<file path="src/sgr_ram.sv">
`default_nettype none

module sgr_ram #(
  parameter int unsigned WIDTH = 64,
  parameter int unsigned DEPTH = 64,
  parameter int unsigned AW    = $clog2(DEPTH)
) (
  input  wire logic             clk_i,
  input  wire logic             we_i,
  input  wire logic [AW-1:0]    waddr_i,
  input  wire logic [WIDTH-1:0] wdata_i,
  input  wire logic [AW-1:0]    raddr_i,
  output logic      [WIDTH-1:0] rdata_o
);

  logic [WIDTH-1:0] mem_q [DEPTH];

  always_ff @(posedge clk_i) begin
    if (we_i) begin
      mem_q[waddr_i] <= wdata_i;
    end
    rdata_o <= mem_q[raddr_i];
  end

endmodule

`default_nettype wire

</file>
<file path="config.mk">
export PLATFORM = sky130hd
export DESIGN_NAME = sgr_ram
export DESIGN_NICKNAME = d
export VERILOG_FILES = /design/src/sgr_ram.sv
export SDC_FILE = /design/constraint.sdc
export NUM_CORES = 2
export LEC_CHECK = 0
export BUFFER_PORTS_ARGS = -buffer_cell sky130_fd_sc_hd__buf_4
export CORE_AREA = 2 2 563 565
export DETAILED_ROUTE_END_ITERATION = 8
export DIE_AREA = 0 0 565 567
export PLACE_DENSITY_LB_ADDON = 0.2
export SKIP_LAST_GASP = 1
export SLEW_MARGIN = 20
export SYNTH_ARGS = -nofsm -noshare
export SYNTH_HDL_FRONTEND = slang
export SYNTH_SLANG_ARGS = --single-unit
</file>
<file path="constraint.sdc">
create_clock -name clk_i -period 12.6 [get_ports clk_i]
set_input_delay 2.52 -clock clk_i [delete_from_list [all_inputs] [get_ports clk_i]]
set_output_delay 2.52 -clock clk_i [all_outputs]
set_load 0.005 [all_outputs]
</file>
==> reports/qor.txt <==
Status -> complete, no violations
Syn_nets -> 6676
Worst skew pair latency -> 0.97 ns
Total power -> 28.7 mW
Starting Density -> 49.8%
Drt total wl -> 426 mm
Crit-path leading delay family -> buffers and inverters
Avg WL per Cell -> 37.0 microns
CP max stage cell -> buf_4
ANT nets after route -> 0
Worst hold path depth -> 4
Setup ws final -> 7.01 ns
Hold/Removal Path Class -> flop to flop
Largest net degree at the start of global routing -> 128
Hold wc startpoint -> mem_q[46][42]$_DFFE_PP_
LEAKAGE -> 54.9 nW
Count of final max-slew check failures -> 0
Crit-path max cell delay -> 0.87 ns
Area Overhead vs Synth -> 12.9%
Boundary Pins -> 142
Dpl cells -> 10730
Die X -> 565 microns
Crit start category -> primary input
Core region area -> 314000 sq um
Share of layout cells above drive strength 1 -> 28.0%
Rel. slew slack -> 18.7%
Worst slack at placement -> 6.14 ns
Crit Path Class -> primary input to flop
First drt pass iteration count -> 6
Post-DP HPWL -> 223 mm
Die H -> 567 microns
Crit Path Max Fanout -> 68
Clock-pin transition on the worst setup and hold timing paths -> 0.06 ns
Global-route usage over all layers -> 26.6%
Row cnt -> 206
CTS Hold Buffers Added -> 0
Syn_area_per_cell -> 23.7 sq um
Iter 0 DRT Violations -> 10578
Vias in the first global route -> 74890
Synth cell types -> 33
FF+latch count, synth -> 4160
CTS max path bufs -> 4
VDD IR max -> 130 uV
Final cell count without fillers -> 11494
Root Buffer -> clkbuf_16
Synth Instances -> 6598
Achievable Freq -> 0.179 GHz
Final min period -> 5.59 ns
Worst Hold End -> rdata_o[42]$_DFF_P_
WP data required -> 13.35 ns
Die Area -> 320000 sq um
RSZ-0062 raised after global routing -> no
Cell area after synthesis -> 156000 sq um
Most common cell type on the critical path -> buf_4
Hold Vio Cnt, Final -> 0
Fin nets -> 7059
Most frequent cells in the layout -> edfxtp_1, mux4_2, clkbuf_16
Port bufs -> 141
Worst R2R End -> rdata_o[22]$_DFF_P_
Via count -> 75189
Crit share post-route -> 44.4%
H-tree levels -> 5
CTS tree -> built
First-pass GRT wire length -> 591 mm
Max-cap check violation count -> 0
Gpl congestion -> 0.780
Post-CTS sizing -> 0
Residual DRC -> 0
Ys Warns -> 0
R2R setup slack -> 10.45 ns
Post-CTS setup buffers -> 0
Sequential share of the synthesized area -> 79.5%
Worst path bufs/invs -> 3
CP endpoint kind -> flop
Gr ovfl total -> 0
Via density -> 6.54
Worst hold slack -> 0.849 ns
Total negative slack -> 0 ns
Final setup violating endpoints -> 0
Sink Count -> 4160
R2r worst-path depth -> 5
Initial antenna violation count -> 35
TritonCTS buffer count -> 407
Worst-Margin Slew -> 1.22 ns
WP data arrival -> 6.34 ns
Leading cell type in the layout, fill and taps excluded -> edfxtp_1
PwrDens -> 163 nW/um^2
Worst r2r src -> mem_q[50][22]$_DFFE_PP_
Critical path cell sequence -> buf_8 -> buf_4 -> buf_4 -> mux4_2 -> mux2i_1 -> nand2_1 -> a31oi_1 -> a211oi_1
Worst Skew -> 0.0602 ns
report_power, final:
| part | switching, mW | internal [mW] |
|---|---|---|
| Sequential | 0.0754 | 15.3 |
| Clock | 5.22 | 6.84 |
| Combinational | 0.797 | 0.489 |
| Total | 6.09 | 22.7 |
cells in the mapped netlist, drive strengths merged:
library cell | number | area share, %
a211oi | 63 | 0.30
a22o | 88 | 0.49
a22oi | 168 | 0.81
a2bb2oi | 19 | 0.11
a31o | 1 | 0.0056
a31oi | 18 | 0.072
a41oi | 26 | 0.15
and2 | 3 | 0.012
and3 | 64 | 0.26
buf | 230 | 0.80
clkbuf | 140 | 0.34
dfxtp | 64 | 0.82
edfxtp | 4096 | 79
inv | 19 | 0.046
mux2i | 135 | 0.86
mux4 | 1024 | 15
nand2 | 58 | 0.14
nand2b | 11 | 0.044
nand3 | 45 | 0.14
nand3b | 2 | 0.0096
nand4 | 2 | 0.0080
nand4b | 1 | 0.0056
nor2 | 112 | 0.27
nor2b | 28 | 0.11
nor3 | 2 | 0.0064
o221ai | 38 | 0.21
o22ai | 83 | 0.33
or2 | 28 | 0.11
or3 | 29 | 0.12
or3b | 1 | 0.0056
cells by family (layout without fill, tap and decap cells):
group                  Yosys count  in the layout  share of synthesized area, %
AOI/OAI and AO/OA              504            504                          2.48
and+or+nand+nor                386            386                          1.24
DFF                           4160           4160                          79.5
other                            0             16                             0
buffers and inverters          389           1109                          1.18
muxes                         1159           1159                          15.6
sequential cells by signal, summed over array words and instances (netlist names):
name / count
mem_q: 4096
rdata_o: 64
stage by stage:
stage	cell area (sq um)	util (%)
6_report	177000	56.2
5_1_grt	177000	56.2
4_1_cts	176000	56.2
3_5_place_dp	163000	52.0
3_3_place_gp	163000	51.9
2_1_floorplan	156000	-
worst register-to-register path, cell delays in order (launching register included):
cell and delay (ns):
edfxtp_1 0.40, mux4_2 0.49, mux2i_1 0.22, o22ai_1 0.12
a31oi_1 0.60, a211oi_1 0.19
final cells by class:
| class | count | area, sq um |
|---|---|---|
| antenna | 16 | 40.0 |
| clock buffer | 546 | 11000 |
| clock inverter | 200 | 2290 |
| fill | 22908 | 137000 |
| inverter | 19 | 71.3 |
| multi-input combinational | 2049 | 30800 |
| sequential | 4160 | 124000 |
| tap | 4160 | 5200 |
| timing repair buffer | 344 | 2900 |
routing by layer:
metal | global-route usage [%] | vias to the layer above | routed length, microns | part of all wire (%)
met2 | 42.3 | 3957 | 208000 | 49
met3 | 4.54 | 603 | 40200 | 9.4
met4 | 7.02 | 12 | 11500 | 2.7
met1 | 38.3 | 41362 | 166000 | 39
li1 | - | 29255 | - | -
met5 | 0 | - | 63 | 0.015
how the worst max path moves through the flow:
stage / start / endpoint / slack [ns] / cells past startpoint
floorplan: waddr_i[3] / mem_q[48][0]$_DFFE_PP_ / 4.64 / 4
global placement: raddr_i[2] / rdata_o[54]$_DFF_P_ / 6.14 / 8
detailed placement: raddr_i[2] / rdata_o[54]$_DFF_P_ / 6.14 / 8
CTS: raddr_i[2] / rdata_o[54]$_DFF_P_ / 7.09 / 8
global route: raddr_i[0] / rdata_o[36]$_DFF_P_ / 6.98 / 8
finish: raddr_i[2] / rdata_o[54]$_DFF_P_ / 7.01 / 8
No activity file was read; power rests on OpenSTA's default activity.
